## src/sv/i2cms_pkg.sv

```systemverilog
// Types and constants of the I2C master bit sequencer.
package i2cms_pkg;

  localparam int unsigned DATA_W = 8;
  localparam int unsigned TICK_W = 16;
  localparam int unsigned STEP_W = 5;

  localparam logic [TICK_W-1:0] STEP_TICKS_RESET = 16'd8;

  localparam logic KIND_COMMAND = 1'b0;
  localparam logic KIND_TICK    = 1'b1;

  typedef enum logic [2:0] {
    CMD_START    = 3'd0,
    CMD_STOP     = 3'd1,
    CMD_WRITE    = 3'd2,
    CMD_READ     = 3'd3,
    CMD_SEND_ACK = 3'd4,
    CMD_READ_ACK = 3'd5
  } cmd_t;

  // Position within a three-step bit slot of the byte commands.
  typedef enum logic [1:0] {
    PH_FIRST  = 2'd0,
    PH_SECOND = 2'd1,
    PH_THIRD  = 2'd2
  } phase_t;

  typedef struct packed {
    logic              kind;
    logic [2:0]        command;
    logic [DATA_W-1:0] write_data;
    logic              ack_out;
    logic              sda_sample;
  } req_item_t;

  function automatic logic [STEP_W-1:0] step_total(input cmd_t cmd);
    logic [STEP_W-1:0] total;
    case (cmd)
      CMD_START:    total = 5'd4;
      CMD_STOP:     total = 5'd3;
      CMD_WRITE:    total = 5'd24;
      CMD_READ:     total = 5'd25;
      CMD_SEND_ACK: total = 5'd3;
      CMD_READ_ACK: total = 5'd4;
      default:      total = 5'd4;
    endcase
    return total;
  endfunction

endpackage

```

## src/sv/i2cms_if.sv

```systemverilog
// Handshake interfaces for the request and response channels.
interface i2cms_req_if;
  logic                          valid;
  logic                          ready;
  logic                          kind;
  logic [2:0]                    command;
  logic [i2cms_pkg::DATA_W-1:0]  write_data;
  logic                          ack_out;
  logic                          sda_sample;

  modport source (output valid, kind, command, write_data, ack_out, sda_sample,
                  input ready);
  modport sink   (input valid, kind, command, write_data, ack_out, sda_sample,
                  output ready);
endinterface

interface i2cms_rsp_if;
  logic                          valid;
  logic                          ready;
  logic                          scl_level;
  logic                          sda_level;
  logic                          busy_res;
  logic                          done_res;
  logic [i2cms_pkg::DATA_W-1:0]  read_data;
  logic                          ack_in;
  logic                          rejected;

  modport source (output valid, scl_level, sda_level, busy_res, done_res, read_data,
                  ack_in, rejected, input ready);
  modport sink   (input valid, scl_level, sda_level, busy_res, done_res, read_data,
                  ack_in, rejected, output ready);
endinterface

```

## src/sv/i2c_master_bit_sequencer.sv

```systemverilog
// I2C master bit sequencer top level.
// Each transfer on req is either a command or a tick. A known command taken while idle
// starts a bus operation and applies its first pin step at once; a command taken while
// busy is rejected and an unknown one is ignored. A tick advances the running operation
// by one tick and moves on to the next pin step after step_ticks ticks, a zero counting
// as one. Every request transfer yields exactly one response transfer with the pin
// drives, busy, done, reject and read results. The block takes one transfer per clock
// cycle. A request is held in the input register and its response in the output
// register, from which rsp offers it. Back-pressure on rsp stalls req once both registers are full.
module i2c_master_bit_sequencer (
  input  logic                                  clk,
  input  logic                                  rst,
  input  logic                                  step_ticks_we,
  input  logic [i2cms_pkg::TICK_W-1:0]          step_ticks_wdata,
  i2cms_req_if.sink                             req,
  i2cms_rsp_if.source                           rsp
);

  i2cms_pkg::req_item_t                 item;
  logic                                 item_valid;
  logic                                 fire;

  logic [i2cms_pkg::TICK_W-1:0]         step_ticks;
  i2cms_pkg::cmd_t                      active_command;
  logic [i2cms_pkg::STEP_W-1:0]         step_index;
  i2cms_pkg::phase_t                    phase;
  logic [i2cms_pkg::TICK_W-1:0]         tick_count;
  logic [i2cms_pkg::DATA_W-1:0]         shift_byte;
  logic [i2cms_pkg::DATA_W-1:0]         received_byte;
  logic                                 received_ack;
  logic                                 scl_drive;
  logic                                 sda_drive;
  logic                                 busy_flag;
  logic                                 out_valid;

  i2cms_pkg::cmd_t                      active_command_next;
  logic [i2cms_pkg::STEP_W-1:0]         step_index_next;
  i2cms_pkg::phase_t                    phase_next;
  logic [i2cms_pkg::TICK_W-1:0]         tick_count_next;
  logic [i2cms_pkg::DATA_W-1:0]         shift_byte_next;
  logic [i2cms_pkg::DATA_W-1:0]         received_byte_next;
  logic                                 received_ack_next;
  logic                                 scl_drive_next;
  logic                                 sda_drive_next;
  logic                                 busy_flag_next;
  logic                                 done_next;
  logic                                 rejected_next;

  logic [i2cms_pkg::TICK_W-1:0]         limit;
  logic [i2cms_pkg::TICK_W-1:0]         tick_inc;
  logic [i2cms_pkg::STEP_W-1:0]         step_inc;
  logic                                 cmd_known;
  logic                                 apply;
  i2cms_pkg::cmd_t                      item_cmd;

  assign fire      = item_valid && (!out_valid || rsp.ready);
  assign req.ready = !item_valid || fire;

  assign limit    = (step_ticks == '0) ? 16'd1 : step_ticks;
  assign tick_inc = tick_count + 16'd1;
  assign step_inc = step_index + 5'd1;
  assign item_cmd = i2cms_pkg::cmd_t'(item.command);

  always_comb begin
    case (item_cmd)
      i2cms_pkg::CMD_START, i2cms_pkg::CMD_STOP, i2cms_pkg::CMD_WRITE,
      i2cms_pkg::CMD_READ, i2cms_pkg::CMD_SEND_ACK, i2cms_pkg::CMD_READ_ACK: begin
        cmd_known = 1'b1;
      end
      default: begin
        cmd_known = 1'b0;
      end
    endcase
  end

  always_comb begin
    active_command_next = active_command;
    step_index_next     = step_index;
    phase_next          = phase;
    tick_count_next     = tick_count;
    shift_byte_next     = shift_byte;
    received_byte_next  = received_byte;
    received_ack_next   = received_ack;
    scl_drive_next      = scl_drive;
    sda_drive_next      = sda_drive;
    busy_flag_next      = busy_flag;
    done_next           = 1'b0;
    rejected_next       = 1'b0;
    apply               = 1'b0;

    if (item.kind == i2cms_pkg::KIND_COMMAND) begin
      if (busy_flag) begin
        rejected_next = 1'b1;
      end else if (cmd_known) begin
        active_command_next = item_cmd;
        step_index_next     = '0;
        phase_next          = i2cms_pkg::PH_FIRST;
        tick_count_next     = '0;
        busy_flag_next      = 1'b1;
        apply               = 1'b1;
        case (item_cmd)
          i2cms_pkg::CMD_WRITE:    shift_byte_next = item.write_data;
          i2cms_pkg::CMD_READ:     shift_byte_next = '0;
          i2cms_pkg::CMD_SEND_ACK: sda_drive_next  = item.ack_out;
          default: ;
        endcase
      end
    end else if (busy_flag) begin
      tick_count_next = tick_inc;
      if (tick_inc >= limit) begin
        tick_count_next = '0;
        if (step_inc >= i2cms_pkg::step_total(active_command)) begin
          busy_flag_next  = 1'b0;
          done_next       = 1'b1;
          step_index_next = '0;
          if (active_command == i2cms_pkg::CMD_READ) begin
            received_byte_next = shift_byte;
          end
        end else begin
          step_index_next = step_inc;
          apply           = 1'b1;
          if (active_command == i2cms_pkg::CMD_READ && step_index == '0) begin
            phase_next = i2cms_pkg::PH_FIRST;
          end else begin
            case (phase)
              i2cms_pkg::PH_FIRST:  phase_next = i2cms_pkg::PH_SECOND;
              i2cms_pkg::PH_SECOND: phase_next = i2cms_pkg::PH_THIRD;
              default:              phase_next = i2cms_pkg::PH_FIRST;
            endcase
          end
        end
      end
    end

    if (apply) begin
      case (active_command_next)
        i2cms_pkg::CMD_START: begin
          case (step_index_next)
            5'd0:    sda_drive_next = 1'b1;
            5'd1:    scl_drive_next = 1'b1;
            5'd2:    sda_drive_next = 1'b0;
            default: scl_drive_next = 1'b0;
          endcase
        end
        i2cms_pkg::CMD_STOP: begin
          case (step_index_next)
            5'd0:    sda_drive_next = 1'b0;
            5'd1:    scl_drive_next = 1'b1;
            default: sda_drive_next = 1'b1;
          endcase
        end
        i2cms_pkg::CMD_WRITE: begin
          case (phase_next)
            i2cms_pkg::PH_FIRST:  sda_drive_next = shift_byte_next[i2cms_pkg::DATA_W-1];
            i2cms_pkg::PH_SECOND: scl_drive_next = 1'b1;
            default: begin
              scl_drive_next  = 1'b0;
              shift_byte_next = {shift_byte_next[i2cms_pkg::DATA_W-2:0], 1'b0};
            end
          endcase
        end
        i2cms_pkg::CMD_READ: begin
          if (step_index_next == '0) begin
            sda_drive_next = 1'b1;
          end else begin
            case (phase_next)
              i2cms_pkg::PH_FIRST: scl_drive_next = 1'b1;
              i2cms_pkg::PH_SECOND: begin
                shift_byte_next = {shift_byte_next[i2cms_pkg::DATA_W-2:0], item.sda_sample};
              end
              default: scl_drive_next = 1'b0;
            endcase
          end
        end
        i2cms_pkg::CMD_SEND_ACK: begin
          case (step_index_next)
            5'd1:    scl_drive_next = 1'b1;
            5'd2:    scl_drive_next = 1'b0;
            default: ;
          endcase
        end
        default: begin
          case (step_index_next)
            5'd0:    sda_drive_next    = 1'b1;
            5'd1:    scl_drive_next    = 1'b1;
            5'd2:    received_ack_next = item.sda_sample;
            default: scl_drive_next    = 1'b0;
          endcase
        end
      endcase
    end
  end

  always_ff @(posedge clk) begin
    if (req.valid && req.ready) begin
      item.kind       <= req.kind;
      item.command    <= req.command;
      item.write_data <= req.write_data;
      item.ack_out    <= req.ack_out;
      item.sda_sample <= req.sda_sample;
    end
    if (fire) begin
      rsp.scl_level <= scl_drive_next;
      rsp.sda_level <= sda_drive_next;
      rsp.busy_res  <= busy_flag_next;
      rsp.done_res  <= done_next;
      rsp.read_data <= received_byte_next;
      rsp.ack_in    <= received_ack_next;
      rsp.rejected  <= rejected_next;
    end
  end

  always_ff @(posedge clk) begin
    if (rst) begin
      item_valid     <= 1'b0;
      out_valid      <= 1'b0;
      step_ticks     <= i2cms_pkg::STEP_TICKS_RESET;
      active_command <= i2cms_pkg::CMD_START;
      step_index     <= '0;
      phase          <= i2cms_pkg::PH_FIRST;
      tick_count     <= '0;
      shift_byte     <= '0;
      received_byte  <= '0;
      received_ack   <= 1'b1;
      scl_drive      <= 1'b1;
      sda_drive      <= 1'b1;
      busy_flag      <= 1'b0;
    end else begin
      if (req.ready) begin
        item_valid <= req.valid;
      end
      if (fire) begin
        out_valid <= 1'b1;
      end else if (rsp.ready) begin
        out_valid <= 1'b0;
      end
      if (step_ticks_we) begin
        step_ticks <= step_ticks_wdata;
      end
      if (fire) begin
        active_command <= active_command_next;
        step_index     <= step_index_next;
        phase          <= phase_next;
        tick_count     <= tick_count_next;
        shift_byte     <= shift_byte_next;
        received_byte  <= received_byte_next;
        received_ack   <= received_ack_next;
        scl_drive      <= scl_drive_next;
        sda_drive      <= sda_drive_next;
        busy_flag      <= busy_flag_next;
      end
    end
  end

  assign rsp.valid = out_valid;

endmodule

```

## src/flat_wrapper.sv

```systemverilog
// flat-port wrapper written by rule: the top's interface ports become plain ports
module i2c_master_bit_sequencer_flat 
  (clk, rst, step_ticks_we, step_ticks_wdata, req_valid, req_kind, req_command, req_write_data, req_ack_out, req_sda_sample, req_ready, rsp_valid, rsp_scl_level, rsp_sda_level, rsp_busy_res, rsp_done_res, rsp_read_data, rsp_ack_in, rsp_rejected, rsp_ready);
  i2cms_req_if req_i ();
  i2cms_rsp_if rsp_i ();
  input  logic clk;
  input  logic rst;
  input  logic step_ticks_we;
  input  logic [i2cms_pkg::TICK_W-1:0] step_ticks_wdata;
  input wire logic [$bits(req_i.valid)-1:0] req_valid;
  input wire logic [$bits(req_i.kind)-1:0] req_kind;
  input wire logic [$bits(req_i.command)-1:0] req_command;
  input wire logic [$bits(req_i.write_data)-1:0] req_write_data;
  input wire logic [$bits(req_i.ack_out)-1:0] req_ack_out;
  input wire logic [$bits(req_i.sda_sample)-1:0] req_sda_sample;
  output wire logic [$bits(req_i.ready)-1:0] req_ready;
  output wire logic [$bits(rsp_i.valid)-1:0] rsp_valid;
  output wire logic [$bits(rsp_i.scl_level)-1:0] rsp_scl_level;
  output wire logic [$bits(rsp_i.sda_level)-1:0] rsp_sda_level;
  output wire logic [$bits(rsp_i.busy_res)-1:0] rsp_busy_res;
  output wire logic [$bits(rsp_i.done_res)-1:0] rsp_done_res;
  output wire logic [$bits(rsp_i.read_data)-1:0] rsp_read_data;
  output wire logic [$bits(rsp_i.ack_in)-1:0] rsp_ack_in;
  output wire logic [$bits(rsp_i.rejected)-1:0] rsp_rejected;
  input wire logic [$bits(rsp_i.ready)-1:0] rsp_ready;
  assign req_i.valid = req_valid;
  assign req_i.kind = req_kind;
  assign req_i.command = req_command;
  assign req_i.write_data = req_write_data;
  assign req_i.ack_out = req_ack_out;
  assign req_i.sda_sample = req_sda_sample;
  assign req_ready = req_i.ready;
  assign rsp_valid = rsp_i.valid;
  assign rsp_scl_level = rsp_i.scl_level;
  assign rsp_sda_level = rsp_i.sda_level;
  assign rsp_busy_res = rsp_i.busy_res;
  assign rsp_done_res = rsp_i.done_res;
  assign rsp_read_data = rsp_i.read_data;
  assign rsp_ack_in = rsp_i.ack_in;
  assign rsp_rejected = rsp_i.rejected;
  assign rsp_i.ready = rsp_ready;
  i2c_master_bit_sequencer u_core (.clk(clk), .rst(rst), .step_ticks_we(step_ticks_we), .step_ticks_wdata(step_ticks_wdata), .req(req_i), .rsp(rsp_i));
endmodule
```

## config.mk

```make
export PLATFORM = sky130hd
export DESIGN_NAME = i2c_master_bit_sequencer_flat
export DESIGN_NICKNAME = d
export VERILOG_FILES = /design/src/sv/i2cms_pkg.sv /design/src/sv/i2cms_if.sv /design/src/sv/i2c_master_bit_sequencer.sv /design/src/flat_wrapper.sv
export SDC_FILE = /design/constraint.sdc
export NUM_CORES = 1
export LEC_CHECK = 0
export BUFFER_PORTS_ARGS = -buffer_cell sky130_fd_sc_hd__buf_4
export CORE_UTILIZATION = 54
export DETAILED_ROUTE_END_ITERATION = 10
export PLACE_DENSITY = 0.77
export SKIP_CTS_REPAIR_TIMING = 1
export SLEW_MARGIN = 25
export SYNTH_ARGS = -nofsm -noshare
export SYNTH_HDL_FRONTEND = slang
export SYNTH_SLANG_ARGS = --single-unit
```

## constraint.sdc

```tcl
create_clock -name clk -period 4.5 [get_ports clk]
set_input_delay 0.675 -clock clk [delete_from_list [all_inputs] [get_ports clk]]
set_output_delay 0.675 -clock clk [all_outputs]
set_load 0.05 [all_outputs]
```

# == Yosys cells after proc, flatten, opt, wreduce, memory -nomap -nowiden ==
# Index checks and enable logic that the tools add are counted.
# op_classes
n_addsub,2
n_lt_le_gt_ge,2
eq_ne,19
muxes,77
n_reduce_logical,23
# op_table
op,n
two-way mux 16 bit,6
two-way mux 8 bit,12
two-way mux 5 bit,9
one-hot mux 8 bit (2 select lines),2
two-way mux 1 bit,28
equality test 3 x 2 -> 1 bit (second input constant),6
adder 16 x 1 -> 16 bit (second input constant),1
greater-or-equal comparator 16 bit,1
zero test 16 bit,1
one-hot mux 5 bit (3 select lines),1
two-way mux 2 bit,7
equality test 3 bit (second input constant),4
one-hot mux 1 bit (2 select lines),6
zero test 5 bit,2
equality test 3 x 1 -> 1 bit (second input constant),3
two-way mux 3 bit,3
one-hot mux 1 bit (4 select lines),2
zero test 3 bit,2
OR reduction 2 bit,3
OR reduction 6 bit,1
adder 5 x 1 -> 5 bit (second input constant),1
equality test 5 x 1 -> 1 bit (second input constant),1
equality test 5 x 2 -> 1 bit (second input constant),1
greater-or-equal comparator 5 bit,1
12 further kinds,19
# totals
register_bits,92
inputBits,35
out_inout_bits,16
word_cells,148

# == Depth between registers and ports, before layout ==
# Gate-level depths: netlist of the first run.
# depth
depth_word,16
depth_mapped,21
mapped_depth_nobuf,17

# == Worst setup path before layout of the first run ==
# OpenSTA, ideal clock, no wires.
# synth_timing
path_type,reg2reg
from,reg u_core.tick_count[0] (netlist name)
to,reg u_core.rsp.sda_level (data pin)
setup_time_ns,0.262
arrival_time_ns,4.111
required_ns,4.238
path_slack_ns,0.127
stages_incl_launch_ff,20
n_path_buf,3
synth_period_minus_slack_ns,4.373
path_cell_list,dfxtp_1 > and3_1 > and3_1 > clkbuf_1 > and3_1 > and3_1 > clkbuf_1 > nand3_1 > xnor2_1 > ha_1 > a211o_1 > o211ai_1 > o21ai_1 > o31a_1 > buf_6 > o32a_4 > xnor2_1 > nor4b_1 > a311oi_1 > or2_2
# synth_between
elab_chain_cells,9
elab_cells_between_ends,21
classes_between,add/sub (1); order compare (1); eq/ne (2); mux (15); reduce/logical (2)
# synth_lines
element,line,text
start: declaration,i2c_master_bit_sequencer.sv:27,logic [i2cms_pkg::TICK_W-1:0] tick_count;
start signal: assignment,i2c_master_bit_sequencer.sv:244,tick_count <= tick_count_next;
adder 16 x 1 -> 16 bit (*),i2c_master_bit_sequencer.sv:60,assign tick_inc = tick_count + 16'd1;
greater-or-equal comparator 16 bit (*),i2c_master_bit_sequencer.sv:110,if (tick_inc >= limit) begin
two-way mux 5 bit or two-way mux 2 bit (tied branches),i2c_master_bit_sequencer.sv:110,
two-way mux 5 bit or two-way mux 2 bit (tied branches),i2c_master_bit_sequencer.sv:108,end else if (busy_flag) begin
two-way mux 5 bit or two-way mux 2 bit (tied branches),i2c_master_bit_sequencer.sv:91,if (item.kind == i2cms_pkg::KIND_COMMAND) begin
equality test 5 x 1 -> 1 bit (tied with other cells),i2c_master_bit_sequencer.sv:146,case (step_index_next)
one-hot mux 1 bit (2 select lines) (tied with other cells),i2c_master_bit_sequencer.sv:146,
one-hot mux 1 bit (4 select lines),i2c_master_bit_sequencer.sv:136,case (active_command_next)
two-way mux 1 bit (*),i2c_master_bit_sequencer.sv:135,if (apply) begin
net u_core.sda_drive_next,i2c_master_bit_sequencer.sv:44,logic sda_drive_next;
end signal: assignment,i2c_master_bit_sequencer.sv:204,rsp.sda_level <= sda_drive_next;
end: declaration,i2cms_if.sv:28,"modport source (output valid, scl_level, sda_level, busy_res, done_res, read_data,"
# Mark *: on every way through the listed nets, which the timed path passes. The rest lies on a longest branch.
# A chain may end at the register's enable or synchronous reset.

# == Worst setup path in the final report of the first run ==
# layout_timing
from,reg u_core.tick_count[1] (netlist name)
to,reg u_core.rsp.scl_level (data pin)
# layout_between
elab_chain_cells,10
elab_cells_between_ends,25
classes_between,add/sub (1); order compare (1); eq/ne (3); mux (17); reduce/logical (3)
# layout_lines
element,line,text
adder 16 x 1 -> 16 bit (*),i2c_master_bit_sequencer.sv:60,
greater-or-equal comparator 16 bit (*),i2c_master_bit_sequencer.sv:110,
two-way mux 5 bit or two-way mux 2 bit (tied branches),i2c_master_bit_sequencer.sv:110,
two-way mux 5 bit or two-way mux 2 bit (tied branches),i2c_master_bit_sequencer.sv:108,
two-way mux 5 bit or two-way mux 2 bit (tied branches),i2c_master_bit_sequencer.sv:91,
equality test 5 x 2 -> 1 bit (tied with other cells),"i2c_master_bit_sequencer.sv:138, i2c_master_bit_sequencer.sv:176, i2c_master_bit_sequencer.sv:183",
OR reduction 2 bit (no source line) or one-hot mux 1 bit (2 select lines) (tied branches),--,
one-hot mux 1 bit (2 select lines) or two-way mux 1 bit (tied branches),"i2c_master_bit_sequencer.sv:138, i2c_master_bit_sequencer.sv:183, i2c_master_bit_sequencer.sv:163",
one-hot mux 1 bit (4 select lines),i2c_master_bit_sequencer.sv:136,
two-way mux 1 bit (*),i2c_master_bit_sequencer.sv:135,
net u_core.scl_drive_next,i2c_master_bit_sequencer.sv:43,logic scl_drive_next;
end signal: assignment,i2c_master_bit_sequencer.sv:203,rsp.scl_level <= scl_drive_next;
end: declaration,i2cms_if.sv:28,
# Marked as above.

==> results of run 1 <==
[metrics by stage]
step | power (mW) | instances | instance area (sq um) | hold slack [ns] | TNS (ns)
4_1_cts | 1.826 | 743 | 5932 | 0.4742 | -0.4627
2_1_floorplan | 1.136 | 563 | 5175 | 0.4357 | 0
3_5_place_dp | 1.228 | 727 | 5710 | 0.4777 | -0.3365
5_1_grt | 1.895 | 746 | 6055 | 0.4669 | -0.09628
6_report | 1.824 | 746 | 6055 | 0.4876 | 0
3_3_place_gp | 1.218 | 727 | 5710 | 0.4480 | 0
[synth_stat cells, types with 2 or more instances]
| cell | number |
|---|---|
| sky130_fd_sc_hd__a21oi_2 | 2 |
| sky130_fd_sc_hd__o21ai_1 | 6 |
| sky130_fd_sc_hd__inv_1 | 21 |
| sky130_fd_sc_hd__o21ai_0 | 24 |
| sky130_fd_sc_hd__a41o_1 | 2 |
| sky130_fd_sc_hd__ha_1 | 24 |
| sky130_fd_sc_hd__buf_2 | 2 |
| sky130_fd_sc_hd__nor3_2 | 3 |
| sky130_fd_sc_hd__mux2_2 | 11 |
| sky130_fd_sc_hd__nor2b_1 | 5 |
| sky130_fd_sc_hd__o22ai_1 | 7 |
| sky130_fd_sc_hd__and3_1 | 11 |
| sky130_fd_sc_hd__edfxtp_1 | 28 |
| sky130_fd_sc_hd__o31ai_1 | 3 |
| sky130_fd_sc_hd__o21a_1 | 3 |
| sky130_fd_sc_hd__dfxtp_1 | 64 |
| sky130_fd_sc_hd__nor4b_1 | 2 |
| sky130_fd_sc_hd__nand2_1 | 21 |
| sky130_fd_sc_hd__mux2i_1 | 24 |
| sky130_fd_sc_hd__a211o_1 | 3 |
| sky130_fd_sc_hd__a22oi_1 | 11 |
| sky130_fd_sc_hd__nand2b_1 | 6 |
| sky130_fd_sc_hd__a31oi_1 | 4 |
| sky130_fd_sc_hd__and2_1 | 3 |
| sky130_fd_sc_hd__xor2_1 | 10 |
| sky130_fd_sc_hd__a41oi_1 | 2 |
| sky130_fd_sc_hd__or2_2 | 2 |
| sky130_fd_sc_hd__nand3b_1 | 9 |
| sky130_fd_sc_hd__o31a_1 | 2 |
| sky130_fd_sc_hd__nor3b_1 | 9 |
| sky130_fd_sc_hd__nor2_1 | 83 |
| sky130_fd_sc_hd__nor4_1 | 6 |
| sky130_fd_sc_hd__a21oi_1 | 29 |
| sky130_fd_sc_hd__nand4_1 | 3 |
| sky130_fd_sc_hd__a221oi_1 | 7 |
| sky130_fd_sc_hd__nand3_1 | 12 |
| sky130_fd_sc_hd__buf_6 | 2 |
| sky130_fd_sc_hd__clkbuf_1 | 29 |
| sky130_fd_sc_hd__a211oi_1 | 7 |
| sky130_fd_sc_hd__nor3_1 | 25 |
| sky130_fd_sc_hd__o211ai_1 | 6 |
| sky130_fd_sc_hd__xnor2_1 | 10 |
[power breakdown]
group / switching (mW) / total [mW] / internal (mW) / leakage (nW)
clock network: 0.312 / 0.602 / 0.290 / 0.110
logic: 0.178 / 0.295 / 0.117 / 1.59
registers: 0.0311 / 0.927 / 0.896 / 0.790
[flip-flops by register name, summed over array words and instances (netlist names), 3 cells and up]
signal / count
u_core.item: 11
u_core.step_index: 5
u_core.rsp.read_data: 8
u_core.tick_count: 16
u_core.active_command: 3
u_core.shift_byte: 8
u_core.item_cmd: 3
u_core.received_byte: 8
u_core.step_ticks: 16
[worst paths after layout]
check,from,end,slack (ns),cells after the start
max,u_core.tick_count[1]$_SDFFE_PP0P_,u_core.rsp.scl_level$_DFFE_PP_,0.09,19
min reg2reg,u_core.received_ack$_SDFFE_PP1P_,u_core.received_ack$_SDFFE_PP1P_,0.50,2
min,req_write_data[5],u_core.item[7]$_DFFE_PP_,0.49,1
max reg2reg,u_core.tick_count[1]$_SDFFE_PP0P_,u_core.rsp.scl_level$_DFFE_PP_,0.09,19
[area by class of cell]
cell class | instances | share of cell area
multi-input cells | 417 | 0.4856
well taps | 129 | 0.02666
clock inverters | 4 | 0.005580
inverters | 22 | 0.01364
clock buffers | 12 | 0.03100
flip-flops and latches | 92 | 0.3507
repair buffers | 70 | 0.08679
[layer usage]
metal	track usage	vias up	wire length, um
met2	0.4228	162	6277
met1	0.3570	2192	5753
met3	0.04248	32	645
met5	0	-	0
li1	-	2160	-
met4	0.08371	0	303
[cells by family (layout without fill, tap and decap cells)]
logic type / Yosys count / in the layout / synth area share
AO/OA/AOI/OAI: 131 / 131 / 0.1787
multiplexers: 35 / 35 / 0.07036
AND/OR/NAND/NOR: 206 / 207 / 0.2058
flip-flops: 92 / 92 / 0.4101
adder cells (fa/ha/maj): 24 / 24 / 0.05803
buffers and inverters: 55 / 108 / 0.04328
XOR/XNOR: 20 / 20 / 0.03385
[worst max-delay path, stage by stage (launching register included)]
cell and delay, ns:
sky130_fd_sc_hd__dfxtp_1 0.37, sky130_fd_sc_hd__and3_2 0.23, sky130_fd_sc_hd__and3_1 0.19, sky130_fd_sc_hd__and3_1 0.21, sky130_fd_sc_hd__and3_2 0.26, sky130_fd_sc_hd__nand3_1 0.14
sky130_fd_sc_hd__xnor2_2 0.17, sky130_fd_sc_hd__ha_1 0.33, sky130_fd_sc_hd__a211o_1 0.29, sky130_fd_sc_hd__o211ai_1 0.11, sky130_fd_sc_hd__o21ai_2 0.14, sky130_fd_sc_hd__o31a_1 0.25
sky130_fd_sc_hd__buf_4 0.17, sky130_fd_sc_hd__nor3_4 0.21, sky130_fd_sc_hd__o311ai_4 0.12, sky130_fd_sc_hd__buf_4 0.18, sky130_fd_sc_hd__a211o_1 0.32, sky130_fd_sc_hd__o211ai_1 0.19
sky130_fd_sc_hd__a21oi_1 0.11, sky130_fd_sc_hd__nor3_1 0.25
==> results.txt, run 1 <==
----------------------------------------------------
[Clocking]
  TritonCTS clock tree ... done
  Num CTS Buffers ... 9
  Number of sinks driven by the clock tree ... 92
  CTS H-tree lvls ... 3
  Clock slew at reported path FFs ... about 0.1 ns
  Buffer cell driving the clock tree root ... sky130_fd_sc_hd__clkbuf_8
  Insertion delay of the later-clocked pin in the worst-skew pair ... ~0.36 ns
  Deepest clock path buffer count ... 2

[Yosys]
  Mapped cell area ... ~5200 sq um
  Synthesized flop and latch total ... 92
  Library cells used by synthesis ... 62
  Leading area contributor after synthesis ... sky130_fd_sc_hd__dfxtp_1
  Number of flops mapped to enable cells by yosys ... 28
  Fraction of post-synthesis cell area in the top cell type by area ... 0.2476
  Post-synthesis area per instance ... around 9 sq um
  Sequential-to-total area share from yosys stat ... 0.4101
  Top cells by area, synth ... sky130_fd_sc_hd__dfxtp_1, sky130_fd_sc_hd__edfxtp_1, sky130_fd_sc_hd__nor2_1
  Synth async-reset ratio ... 0
  Post-synthesis net count ... between 600 and 700
  Warnings, synthesis ... 0
  Main synth FF type ... sky130_fd_sc_hd__dfxtp_1
  Mapped Cells ... around 560

[Timing]
  Minimum period implied by the final worst setup slack ... about 4.4 ns
  Pin slew with the least headroom to its limit ... roughly 0.70 ns
  Worst path setup slack after routing ... around 0.095 ns
  Final setup violating endpoints ... 0
  Max Slew Vio Count ... 0
  Fraction of the cycle the final worst path needs ... 0.9789
  Relative max-transition margin ... 0.5319
  Max Clock Freq ... 227.0 MHz
  Final hold violations ... 0
  Setup skew after layout ... 0.01070 ns

[Cells and area]
  Highest-count cells in the layout ignoring fill and taps ... sky130_fd_sc_hd__nor2_1, sky130_fd_sc_hd__buf_4, sky130_fd_sc_hd__dfxtp_1
  Combined area of the multi-input logic cells ... approximately 2900 sq um
  Most common cell after layout, fill and taps aside ... sky130_fd_sc_hd__nor2_1
  Footprint of the flip-flops and latches ... 2123 sq um
  Net count of the finished layout ... between 600 and 700
  Final core utilization ... 0.6552
  Area delta synth->final ... 17.00%
  Number of filler instances in the final layout ... about 790
  Ant. Diodes ... 0
  Fraction of final layout cells sized beyond drive strength 1 ... 0.2139

[Global routing]
  Wire length of the first global-routing pass ... around 21000 um
  Total track usage ... 0.2610
  Pin count of the biggest net entering global routing ... 62
  Number of global-route vias before repair ... around 4200
  Sum of overflow across all layers after global routing ... 0
  Initial antenna violation count ... 0

[Routing]
  First drt pass iteration count ... 6
  Per-cell routed wire length ... ~17 um
  Drc violations ... 0
  DR vias/cell ... slightly above 6
  Number of DRC violations after detailed-routing iteration 0 ... between 200 and 250
  Wire length after detailed routing ... 12980 um
  Post-route ant nets ... 0
  Via Count ... approximately 4500

[Placement]
  DP Wirelength ... ~9000 um
  Gp weighted congestion ... about 0.9
  Port buffer count ... 50
  Minimum setup slack after placement ... -0.07488 ns

[Setup path]
  Required time of the critical path ... around 4.7 ns
  Setup crit start kind ... flop
  Critical Path Sink Type ... flop
  Arrival time of data at the critical path endpoint ... between 4 and 5 ns
  Worst-path fanout max ... 7
  Crit Path Category ... flop to flop

[Power and ir drop]
  Static leakage ... between 2 and 2.5 nW
  Pwr/cell area ... 301.2 nW/um^2
  Worst IR Drop VDD ... roughly 180 uV

[Floorplan]
  Die Footprint ... ~10000 sq um
  Area inside the core boundary ... 9240 sq um
  Chip Height ... roughly 100 um
  Die Wd ... approximately 100 um
  Initial cell density of the core ... 0.5601
  IO Pins ... roughly 50
  Number of core rows ... 35

[Job]
  Reported max-cap violation count ... 0

[Hold path]
  Class of the most critical hold timing path ... input port to flop

[Status]
  Run status ... finished clean

----------------------------------------------------
Note: power is estimated with default switching activity, not from simulation.
==> run 2, diff against run 1 <==
--- a/config.mk
+++ b/config.mk
@@ -9,6 +9,7 @@
 export CORE_UTILIZATION = 54
 export DETAILED_ROUTE_END_ITERATION = 10
 export PLACE_DENSITY = 0.77
+export RECOVER_POWER = 100
 export SKIP_CTS_REPAIR_TIMING = 1
 export SLEW_MARGIN = 25
 export SYNTH_ARGS = -nofsm -noshare
==> run 2 against run 1 <==
  * First-iteration DRC count is 6.9% higher
  * Combinational power is 3% lower
  * Critical path type unchanged
  * Largest power group unchanged
  * Via count is 0.48% lower
  * Sequential share of layout area is 0.42 points higher
==> results.txt, run 2 (synthesis gave the netlist of run 1 again) <==
----------------------------------------------------
[Status]
  Run status ... finished clean

[Placement]
  DP Wirelength ... 8989 um (unchanged)
  Gp weighted congestion ... 0.9001 (unchanged)
  Port buffer count ... 50 (unchanged)
  Standard cell area after detailed placement ... 5710 sq um (unchanged)
  Minimum setup slack after placement ... -0.07488 ns (unchanged)
  Total instance count after detailed placement ... 727 (unchanged)

[Global routing]
  Wire length of the first global-routing pass ... 20530 um (unchanged)
  Number of global-route vias before repair ... 4221 (unchanged)
  Total track usage ... 0.2610 (unchanged)
  Pin count of the biggest net entering global routing ... 62 (unchanged)
  Initial antenna violation count ... 0 (unchanged)
  Sum of overflow across all layers after global routing ... 0 (unchanged)

[Floorplan]
  Initial cell density of the core ... 0.5601 (unchanged)
  Chip Height ... 99.90 um (unchanged)
  IO Pins ... 51 (unchanged)
  Die Footprint ... 9979 sq um (unchanged)
  Number of core rows ... 35 (unchanged)
  Die Wd ... 99.90 um (unchanged)
  Area inside the core boundary ... 9240 sq um (unchanged)

[Clocking]
  CTS H-tree lvls ... 3 (unchanged)
  Number of sinks driven by the clock tree ... 92 (unchanged)
  Buffer cell driving the clock tree root ... sky130_fd_sc_hd__clkbuf_8
  Num CTS Buffers ... 9 (unchanged)
  Clock slew at reported path FFs ... 0.09 ns (about the same)
  Deepest clock path buffer count ... 2 (unchanged)
  TritonCTS clock tree ... done
  Insertion delay of the later-clocked pin in the worst-skew pair ... 0.36 ns (about the same)

[Power and ir drop]
  Total power after layout ... 1.817 mW (-0.40%)
  Pwr/cell area ... 303.6 nW/um^2 (+0.78%)
  Static leakage ... 2.422 nW (-2.8%)
  Worst IR Drop VDD ... 178.4 uV (-1.8%)

[Routing]
  First drt pass iteration count ... 5 (-1)
  Wire length after detailed routing ... 12980 um (about the same)
  Number of DRC violations after detailed-routing iteration 0 ... 262 (+6.9%)
  Drc violations ... 0 (unchanged)
  DR vias/cell ... 6.064 (-0.48%)
  Via Count ... 4524 (-0.48%)
  Post-route ant nets ... 0 (unchanged)
  Per-cell routed wire length ... 17.40 um (about the same)

[Cells and area]
  Highest-count cells in the layout ignoring fill and taps ... sky130_fd_sc_hd__nor2_1, sky130_fd_sc_hd__dfxtp_1, sky130_fd_sc_hd__buf_4
  Largest registers ranked by flip-flop count ... u_core.step_ticks (16), u_core.tick_count (16), u_core.item (11)
  Net count of the finished layout ... 671 (unchanged)
  Most common cell after layout, fill and taps aside ... sky130_fd_sc_hd__nor2_1
  Ant. Diodes ... 0 (unchanged)
  Area delta synth->final ... 15.62%
  Final std cells w/o fill ... 746 (unchanged)
  Design area ... 5983 sq um (-1.2%)
  Fraction of final layout cells sized beyond drive strength 1 ... 0.1831 (-0.03079)

[Timing]
  Fraction of the cycle the final worst path needs ... 0.9774 (-0.001532)
  Final hold violations ... 0 (unchanged)
  Max Clock Freq ... 227.4 MHz (+0.16%)
  Relative max-transition margin ... 0.3022 (-0.2296)
  Worst path setup slack after routing ... 0.1017 ns (+0.006895 ns)
  Sum of negative setup slack ... 0 ns (unchanged)
  Setup skew after layout ... 0.01030 ns (-0.0004002 ns)
  Pin slew with the least headroom to its limit ... 1.047 ns (+0.3445 ns)
  Max Slew Vio Count ... 0 (unchanged)
  Final setup violating endpoints ... 0 (unchanged)
  Minimum period implied by the final worst setup slack ... 4.398 ns (-0.006895 ns)

[Setup path]
  Worst path bufs/invs ... 2 (unchanged)
  Worst-path fanout max ... 7 (unchanged)
  Arrival time of data at the critical path endpoint ... 4.58 ns (about the same)
  Crit Path Category ... flop to flop
  Setup crit start kind ... flop
  Critical path cell sequence ... and3_2, and3_1, and3_1, and3_2, nand3_1, xnor2_2, ha_1, a211o_1, o211ai_1, o21ai_2, o31a_1, buf_4, nor3_4, o311ai_4, buf_4, a211o_1, o211ai_1, a21oi_1, nor3_1
  Critical Path Sink Type ... flop
  Crit path largest cell delay ... 0.37 ns (about the same)
  Gate family responsible for the most delay along the worst path ... compound AO/OA/AOI/OAI gates
  Highest-delay cell along the critical path ... sky130_fd_sc_hd__dfxtp_1
  Required time of the critical path ... 4.68 ns (about the same)

[Hold path]
  Class of the most critical hold timing path ... flop to flop

[Job]
  Reported max-cap violation count ... 0 (unchanged)

----------------------------------------------------
## run 2: changes by cell type in the layout (fill, tap and decap cells not counted)
cell                       change
sky130_fd_sc_hd__buf_4        -32
sky130_fd_sc_hd__clkbuf_1     +19
sky130_fd_sc_hd__clkbuf_4     +13
sky130_fd_sc_hd__and2_0        +1
sky130_fd_sc_hd__and2_1        -1
## run 2: path summary, 6_finish.rpt
path / from / endpoint / slack, ns / depth (start not counted)
worst min-delay path: u_core.received_ack$_SDFFE_PP1P_ / u_core.received_ack$_SDFFE_PP1P_ / 0.50 / 2
worst max register to register: u_core.tick_count[1]$_SDFFE_PP0P_ / u_core.rsp.scl_level$_DFFE_PP_ / 0.10 / 19
worst max-delay path: u_core.tick_count[1]$_SDFFE_PP0P_ / u_core.rsp.scl_level$_DFFE_PP_ / 0.10 / 19
worst min register to register: u_core.received_ack$_SDFFE_PP1P_ / u_core.received_ack$_SDFFE_PP1P_ / 0.50 / 2
## run 2: routing by layer
metal | vias up | wire [um] | GRT usage
li1 | 2159 | - | -
met1 | 2188 | 5856 | 0.3570
met2 | 149 | 6266 | 0.4228
met3 | 28 | 582 | 0.04248
met4 | 0 | 278 | 0.08371
met5 | - | 0 | 0
## run 2: report_power, final
group          internal, mW  leakage (nW)  switching [mW]
sequential            0.896         0.790          0.0308
clock                 0.290         0.110           0.313
combinational         0.109          1.52           0.178
total                  1.30          2.42           0.521
## run 2: area by class of cell
type                    instances  area (sq um)
clock buffers                  12         187.7
clock inverters                 4         33.78
fillers                       816          3257
inverters                      22         82.58
multi-input cells             417          2940
flip-flops and latches         92          2123
well taps                     129         161.4
repair buffers                 70         454.2
## run 2: per-stage QoR
stage	hold WS, ns	utilization
after global routing	0.4899	0.6475
after detailed placement	0.4777	0.6180
after global placement	0.4480	0.6180
final	0.4955	0.6475
after floorplan	0.4357	-
after CTS	0.4742	0.6420
## run 2: tightest hold or removal path, cell delays in order (launching register included)
cell                      delay (ns)
sky130_fd_sc_hd__dfxtp_1        0.32
sky130_fd_sc_hd__nand2_1        0.05
sky130_fd_sc_hd__nand3_1        0.07
